===== src/speck_pkg.sv =====
package speck_pkg;

    localparam int WORD_W     = 64;
    localparam int ROT_X      = 8;
    localparam int ROT_Y      = 3;
    localparam int ROUNDS_DEF = 32;
    localparam int CFG_IDX_W  = 1;

    localparam logic [CFG_IDX_W-1:0] CFG_KEY_ROUND = 1'b0;
    localparam logic [CFG_IDX_W-1:0] CFG_KEY_OTHER = 1'b1;

    typedef logic [WORD_W-1:0] t_word;

    typedef struct packed {
        t_word x;
        t_word y;
    } t_word_pair;

    typedef struct packed {
        t_word x;
        t_word y;
        t_word rk;
        t_word kl;
    } t_round_data;

    function automatic t_word_pair speck_round(input t_word x, input t_word y, input t_word k);
        t_word_pair r;
        t_word      xr;
        t_word      yl;
        xr   = (x >> ROT_X) | (x << (WORD_W - ROT_X));
        r.x  = (xr + y) ^ k;
        yl   = (y << ROT_Y) | (y >> (WORD_W - ROT_Y));
        r.y  = yl ^ r.x;
        return r;
    endfunction

endpackage


===== src/speck_round_stage.sv =====
module speck_round_stage #(
    parameter int unsigned ROUND_IDX = 0
) (
    input  logic                    i_clk,
    input  logic                    i_rst_n,
    input  logic                    i_valid,
    output logic                    o_ready,
    input  speck_pkg::t_round_data  i_data,
    output logic                    o_valid,
    input  logic                    i_ready,
    output speck_pkg::t_round_data  o_data
);
    import speck_pkg::*;

    logic        r_valid;
    t_round_data r_data;
    t_round_data n_data;
    t_word_pair  w_dat;
    t_word_pair  w_key;

    assign o_ready = !r_valid || i_ready;
    assign o_valid = r_valid;
    assign o_data  = r_data;

    always_comb begin
        w_dat     = speck_round(i_data.x, i_data.y, i_data.rk);
        w_key     = speck_round(i_data.kl, i_data.rk, WORD_W'(ROUND_IDX));
        n_data.x  = w_dat.x;
        n_data.y  = w_dat.y;
        n_data.kl = w_key.x;
        n_data.rk = w_key.y;
    end

    always_ff @(posedge i_clk) begin
        if (!i_rst_n) begin
            r_valid <= 1'b0;
        end else if (o_ready) begin
            r_valid <= i_valid;
        end
    end

    always_ff @(posedge i_clk) begin
        if (o_ready && i_valid) begin
            r_data <= n_data;
        end
    end

`ifndef NO_ASSERTIONS
    a_hold_stalled: assert property (@(posedge i_clk) disable iff (!i_rst_n)
        (r_valid && !i_ready) |=> (r_valid && $stable(r_data)))
        else $error("stalled stage lost or changed its transaction");
    a_ready_when_empty: assert property (@(posedge i_clk) disable iff (!i_rst_n)
        !r_valid |-> o_ready)
        else $error("empty stage refused a transaction");
    a_load_on_accept: assert property (@(posedge i_clk) disable iff (!i_rst_n)
        (i_valid && o_ready) |=> r_valid)
        else $error("accepted transaction not captured");
`endif

endmodule


===== config.mk =====
export PLATFORM = sky130hd
export DESIGN_NAME = speck_round_stage
export DESIGN_NICKNAME = d
export VERILOG_FILES = /design/src/speck_pkg.sv /design/src/speck_round_stage.sv
export SDC_FILE = /design/constraint.sdc
export NUM_CORES = 1
export LEC_CHECK = 0
export BUFFER_PORTS_ARGS = -buffer_cell sky130_fd_sc_hd__clkbuf_2
export CORE_MARGIN = 8
export CORE_UTILIZATION = 45
export DETAILED_ROUTE_END_ITERATION = 10
export PLACE_DENSITY_LB_ADDON = 0.25
export REMOVE_ABC_BUFFERS = 1
export SETUP_SLACK_MARGIN = 0.5
export SYNTH_ARGS = -nofsm -noshare
export SYNTH_HDL_FRONTEND = slang
export SYNTH_SLANG_ARGS = --single-unit

===== constraint.sdc =====
create_clock -name i_clk -period 8.8 [get_ports i_clk]
set_input_delay 0.88 -clock i_clk [delete_from_list [all_inputs] [get_ports i_clk]]
set_output_delay 0.88 -clock i_clk [all_outputs]
set_load 0.1 [all_outputs]

# Yosys cells after proc, flatten, opt, wreduce, memory -nomap -nowiden
# Cells that the tools add are included.
op_classes:
  add_sub_neg: 2
  n_bitwise: 7
  n_reduce_logical: 3
op_table:
  columns: ["operator", "count"]
  rows:
  - ["$xor A64 B64 Y64", 3]
  - ["$add A64 B64 Y64", 2]
  - ["$or A56 B64 Y64", 2]
  - ["$or A64 B3 Y64", 2]
  - ["$logic_and A1 B1 Y1", 1]
  - ["$logic_not A1 Y1", 1]
  - ["$logic_or A1 B1 Y1", 1]
totals:
  regBits: 257
  input_bits: 260
  output_inout_bits: 258
  elab_cells: 17

# Logic depth before layout (Yosys ltp)
# Gate-level depths: netlist of the first run.
depth:
  word_depth: 4
  depth_mapped: 13
  mapped_depth_nobuf: 13

# Least setup slack after synthesis of the first run
# Ideal clock, no wire load.
synth_path:
  kind: "input to register"
  from: "input port i_ready"
  to: "register r_data (netlist bit o_data[0]), enable pin"
  setup_time_ns: 0.647
  t_arrival_ns: 7.585
  t_required_ns: 8.153
  slack_ns: 0.568
  path_stages: 2
  path_buffers: 0
  path_cell_list: "nand2b_1 > and2_1"
synth_between:
  elab_chain_cells: 2
synth_rtl:
  columns: ["item", "line", "text"]
  rows:
  - ["from (decl)", "speck_round_stage.sv:10", "input logic i_ready,"]
  - ["$logic_or A1 B1 Y1", "speck_round_stage.sv:21", "assign o_ready = !r_valid || i_ready;"]
  - ["$logic_and A1 B1 Y1", "speck_round_stage.sv:43", "if (o_ready && i_valid) begin"]
  - ["to (signal assigned)", "speck_round_stage.sv:44", "r_data <= n_data;"]
  - ["to (decl)", "speck_round_stage.sv:16", "t_round_data r_data;"]
# No other way between the ends.
# A chain may end at the register's enable or synchronous reset.

==> results of run 1 <==
-- area by class of cell --
cell class / instances / area (um^2)
fillers: 3358 / 16500
repair buffers: 519 / 2620
clock buffers: 37 / 777
inverters: 37 / 139
diodes: 9 / 22.5
well taps: 511 / 639
flip-flops and latches: 257 / 7710
clock inverters: 14 / 97.6
multi-input cells: 1222 / 8980
-- worst max-delay path, stage by stage --
cell      delay, ns
clkbuf_2       0.10
ha_1           0.21
inv_1          0.07
fa_1           0.19
nor2b_1        0.08
o211ai_1       0.42
a21boi_1       0.23
o31ai_1        0.53
nand3_1        0.33
a41o_1         0.40
nand2_1        0.09
o21bai_1       0.11
a31oi_2        0.29
xnor3_1        0.34
-- through the flow --
stage                     worst slack (ns)  cells
after floorplan                      0.568   1516
after global placement                4.30   2546
after detailed placement              4.30   2546
after CTS                             4.88   2597
after global routing                  4.74   2603
final                                 4.83   2606
-- worst max path at each step --
| stage | endpoint | slack (ns) | depth (start not counted) |
|---|---|---|---|
| floorplan | o_data[0] | 0.57 | 2 |
| global placement | o_data[190] | 4.30 | 14 |
| detailed placement | o_data[190] | 4.30 | 14 |
| CTS | o_data[190] | 4.88 | 14 |
| global route | o_data[183] | 4.74 | 12 |
| finish | o_data[172] | 4.83 | 14 |
-- kinds of logic after synthesis --
| logic type | Yosys count | synth area share (%) |
|---|---|---|
| compound gates | 432 | 16.4 |
| fa+ha+maj | 128 | 9.47 |
| buf+inv | 93 | 2.22 |
| xor+xnor | 323 | 17.2 |
| flops | 257 | 45.2 |
| simple gates | 339 | 9.55 |
-- cell usage after synthesis (4+ instances only) --
master and instances:
a31o_2 5, clkbuf_1 32, xor2_1 177, xnor2_1 138, o21ai_0 58, nor2b_1 17
nand2b_1 12, ha_1 126, a31oi_1 25, and3_1 10, nand3_1 26, a21oi_1 154
o21a_1 10, nor4_1 4, xnor3_1 7, a21boi_0 6, nand2_1 107, edfxtp_1 256
a41oi_1 4, o21bai_1 33, inv_1 37, o31ai_1 4, and2_1 7, buf_2 22
nor2_1 81, nand4_1 41, nand3b_1 4, o211ai_1 10, a21o_1 51, nor3_1 15
and4_1 6, o21ai_1 22, o31a_1 4
-- registers in the layout, summed over array words and instances, names as in the netlist --
name,cells
o_data,256
o_valid,1
-- power by group through the flow --
| stage | logic, mW | clock network [mW] | registers [mW] |
|---|---|---|---|
| detailed placement | 2.59 | 0 | 1.73 |
| finish | 2.59 | 1.13 | 1.70 |
| floorplan | 0.708 | 0 | 3.10 |
| CTS | 2.59 | 1.16 | 1.71 |
| global placement | 2.57 | 0 | 1.73 |
| global route | 2.70 | 1.20 | 1.72 |
-- layer usage --
layer / global-route usage (%) / routed length (um) / vias up
met5: 0 / 52 / -
met4: 8.95 / 1780 / 8
met3: 6.08 / 4950 / 114
met2: 43.6 / 29200 / 665
met1: 29.9 / 23000 / 6931
li1: - / - / 6813
==> results.md, run 1 <==
- CTS Root Cell: clkbuf_16
- Grt total ovfl: 0
- Worst min path class: in2reg
- Fraction of layout cells with a size suffix above 1: 27.8%
- Vias: 14500
- CTS tree: done
- CTS Hold Buffers Added: 0
- Mapped Cells: 1572
- Seq/Total Area, Yosys: 45.2%
- Nets: 2455
- Top cell type's share of synthesized area: 45.1%
- Detail Placement HPWL: 49100 um
- CTS sink count: 257
- Starting Density: 45.5%
- Rows: 71
- Netlist Area Pre-Place: 17100 um^2
- Critical path class: in2reg
- Slew headroom: 39.5%
- Worst r2r path cells: 3
- Worst Tran Pin Value: 0.907 ns
- Maximum root-to-sink buffer count: 3
- Most frequent cells in the layout: 517 x clkbuf_2, 256 x edfxtp_1, 177 x xor2_1
- WP data arrival: 4.27 ns
- Iteration-0 DRC count of the detailed router: 1107
- Most used DFF post-synth: edfxtp_1
- Final hold viol count: 0
- DRT Pass-1 Iters: 5
- Part of the power in registers: 31.4%
- Max-Cap Viols: 0
- Crit share post-route: 45.1%
- Vias in the first global route: 14400
- Area grow syn2layout: 22.9%
- Internal cell power: 2.80 mW
- Commonest non-fill, non-tap cell in the layout: clkbuf_2
- Die X: 211 um
- Post-CTS Resized: 0
- Avg WL per Cell: 22.6 um
- Vias/cell: 5.58
- Largest area contributor in the netlist: edfxtp_1
- Required @ worst endpoint: 9.11 ns
- Yosys warning count: 0
- Critical path startpoint category: primary input
- CP max FO: 4
- Worst-path clk slew: 0.06 ns
- PortBufs: 517
- Reg-to-reg slack, setup: 6.47 ns
- Hold path cells: 2
- Hold path start: i_rst_n
- Gpl congestion: 0.906
- Worst reg2reg startpoint: o_valid
- Placement Cell Area: 20100 um^2
- Hold EP: o_valid
- Synth Register Bits: 257
- Chip height: 211 um
- Antenna violations before repair: 11
- First-pass GRT wire length: 86700 um
- Detailed Route WL: 59000 um
- Core area: 37500 um^2
- Pleak: 9.04 nW
- Setup_tns: 0 ns
- Final hold slack: 0.542 ns
- Synth top area cells: edfxtp_1 45%, ha_1 9.2%, xor2_1 9.1%, xnor2_1 7.1%, a21oi_1 4.5%
- Switching power: 2.63 mW
- RSZ-0062 raised after global routing: false
- Postcts setup bufs: 0
- Post-route ant nets: 0
- Fmax: 252 MHz
- Power per cell area: 259 nW/um^2
- Worst Setup End Kind: flip-flop
- Insertion delay to the later sink of the worst-skew pair: 0.56 ns
- Clock skew: 0.00593 ns
- Post-synth cell types: 73
- Post-synth EDFFs: 256
- Inserted Clock Buffers: 30
- Largest net degree at the start of global routing: 144
- DRC: 0
- Critical Path Start: i_data[128]
- R2R Path End: o_data[132]
- Combinational fraction of design power: 47.7%
- Tot GR Track Use: 25.1%
- Util after Layout: 56.0%
- PnR Total Power: 5.43 mW
- Clock group share of total power: 20.9%
- Final Max Slew Viols: 0
- Async S/R FF share, synth: 0%
- I/O pin count: 518
- Design area: 21000 um^2
- Peak VDD IR: 0.228 mV
- # setup viols final: 0
- Sw frac: 48.4%
- Status: complete, no violations
- H-tree level count: 1
- Avg Inst Size Synth: 10.9 um^2
- Post-layout minimum cycle time: 3.97 ns
- DIE AREA: 44400 um^2
Note: power is estimated with default switching activity, not from simulation.
==> run 2: changes to the inputs <==
==> constraint.sdc (replaced) <==
create_clock -name i_clk -period 3.5 [get_ports i_clk]
set_input_delay 0.35 -clock i_clk [delete_from_list [all_inputs] [get_ports i_clk]]
set_output_delay 0.35 -clock i_clk [all_outputs]
set_load 0.1 [all_outputs]
==> run 2 against run 1 <==
  * Via count up 3.2%
  * Final cell count up 5.3%
  * Critical endpoint is now o_data[176]
  * Flip-flop and latch count unchanged
  * Largest cell class unchanged
  * Total power rose to 2.6 times the previous value
==> results.md, run 2 (synthesized netlist as in run 1, its figures left out) <==
- Status: complete, no violations
- DIE AREA: 44400 um^2 (unchanged)
- Post-layout minimum cycle time: 3.01 ns
- CTS sink count: 257 (unchanged)
- Max reg flops: 256 (unchanged)
- Avg WL per Cell: 22.4 um (-1.1%)
- Commonest non-fill, non-tap cell in the layout: clkbuf_2
- CTS tree: done
- Worst Tran Pin Value: 0.937 ns (+0.0304 ns)
- Top delay family on crit path: compound AO/OA/AOI/OAI gates
- Detail Placement HPWL: 51600 um (+5.1%)
- Starting Density: 45.5% (unchanged)
- H-tree level count: 1 (unchanged)
- RSZ-0062 raised after global routing: true
- Worst-path clk slew: 0.06 ns (about the same)
- Grt total ovfl: 0 (unchanged)
- WP data arrival: 3.29 ns (-0.98 ns)
- CP peak stage delay: 0.38 ns (-0.15 ns)
- Vias in the first global route: 15300 (+6.2%)
- CP Cell Sequence: buf_2, ha_4, inv_1, fa_2, nor2b_2, o211ai_1, buf_4, a21boi_2, o31ai_4, buf_4, nand3_1, a41o_1, a31oi_1, a211o_1, xnor2_1, xor2_1
- Gpl congestion: 0.948 (+4.7%)
- Clock skew: 0.0314 ns (+0.0255 ns)
- Chip height: 211 um (unchanged)
- Slowest stage cell, crit path: fa_2
- Critical path startpoint category: primary input
- Final hold slack: 0.0989 ns (-0.443 ns)
- Max-Cap Viols: 0 (unchanged)
- Vias: 15000 (+3.2%)
- Buf/Inv on CP: 4 (+2)
- DP Worst Slack: -0.219 ns (-4.52 ns)
- DRT Pass-1 Iters: 5 (unchanged)
- Power per cell area: 628 nW/um^2 (+140%)
- Antenna violations before repair: 10 (-1)
- Rows: 71 (unchanged)
- Critical path class: in2reg
- Slew headroom: 37.5% (-2.0 points)
- PnR Total Power: 14.0 mW (+160%)
- Pleak: 9.76 nW (+8.0%)
- Iteration-0 DRC count of the detailed router: 1060 (-4.2%)
- Core area: 37500 um^2 (unchanged)
- Maximum root-to-sink buffer count: 3 (unchanged)
- CP max FO: 3 (-1)
- Final worst slack: 0.490 ns (-4.34 ns)
- Post-route ant nets: 0 (unchanged)
- Area grow syn2layout: 30.6%
- DRC: 0 (unchanged)
- CTS Root Cell: clkbuf_16
- Nets: 2594 (+5.7%)
- Peak VDD IR: 0.475 mV (+110%)
- Inserted Clock Buffers: 30 (unchanged)
- Most frequent cells in the layout: 516 x clkbuf_2, 256 x edfxtp_1, 177 x xor2_1
- Vias/cell: 5.47 (-2.0%)
- Worst path most repeated cell: buf_4
- Tot GR Track Use: 26.4% (+1.3 points)
- Insertion delay to the later sink of the worst-skew pair: 0.57 ns (about the same)
- Die X: 211 um (unchanged)
- Fmax: 332 MHz
- Detailed Route WL: 61400 um (+4.2%)
- I/O pin count: 518 (unchanged)
- First-pass GRT wire length: 91200 um (+5.2%)
- Worst min path class: in2reg
- Final hold viol count: 0 (unchanged)
- Crit share post-route: 86.0%
- Final Max Slew Viols: 0 (unchanged)
- PortBufs: 517 (unchanged)
- Fraction of layout cells with a size suffix above 1: 33.6% (+5.8 points)
- Worst Setup End Kind: flip-flop
- Setup_tns: 0 ns (unchanged)
- Largest net degree at the start of global routing: 57 (-60%)
- Required @ worst endpoint: 3.78 ns (-5.33 ns)
- # setup viols final: 0 (unchanged)
==> run 2: worst reg2reg max path, stage by stage, from the launching register on <==
cell and delay [ns]:
dfxtp_1 0.31, nand2b_1 0.11, and2_4 0.78, buf_12 0.37
==> run 2: timing repair <==
| action | 4_1_cts | 5_1_grt |
|---|---|---|
| setup endpoints to repair | 7 | 43 |
| pin swaps | 1 | 15 |
| hold buffers | 2 | 0 |
| buffers inserted | 1 | 5 |
| endpoints found under the hold margin | 1 | 0 |
| resized for setup | 2 | 36 |
==> run 2: final cells by class <==
| class | instances | area [um^2] |
|---|---|---|
| antenna | 5 | 12.5 |
| clock buffer | 36 | 795 |
| clock inverter | 18 | 101 |
| fill | 3247 | 15200 |
| inverter | 37 | 139 |
| multi-input combinational | 1222 | 9170 |
| sequential | 257 | 7710 |
| tap | 511 | 639 |
| timing repair buffer | 658 | 3720 |
==> run 2: final timing paths <==
| check | startpoint | end | slack (ns) | depth (start not counted) |
|---|---|---|---|---|
| max reg2reg | o_valid | o_data[69] | 1.56 | 3 |
| max | i_data[200] | o_data[176] | 0.49 | 16 |
| min reg2reg | o_valid | o_valid | 1.10 | 3 |
| min | i_data[168] | o_data[171] | 0.1 | 2 |
==> run 2: metal layers <==
metal	vias up	wire (um)	GRT usage, %
li1	7103	-	-
met1	7118	24100	32.1
met2	644	30300	46.2
met3	121	4830	5.37
met4	10	2070	8.81
met5	-	58	0
==> run 2: where the power goes <==
| group | internal (mW) | switching [mW] | total [mW] |
|---|---|---|---|
| registers | 4.12 | 0.171 | 4.30 |
| logic | 1.50 | 5.31 | 6.81 |
| clock network | 1.61 | 1.27 | 2.88 |
| total | 7.23 | 6.76 | 14.0 |
==> run 2: metrics by stage <==
stage               utilization (%)  instance area, um^2  std cells
floorplan                         -                16800       1516
global placement               56.3                21100       2677
detailed placement             56.3                21100       2677
CTS                            58.8                22000       2734
global route                   59.4                22300       2744
finish                         59.4                22300       2744
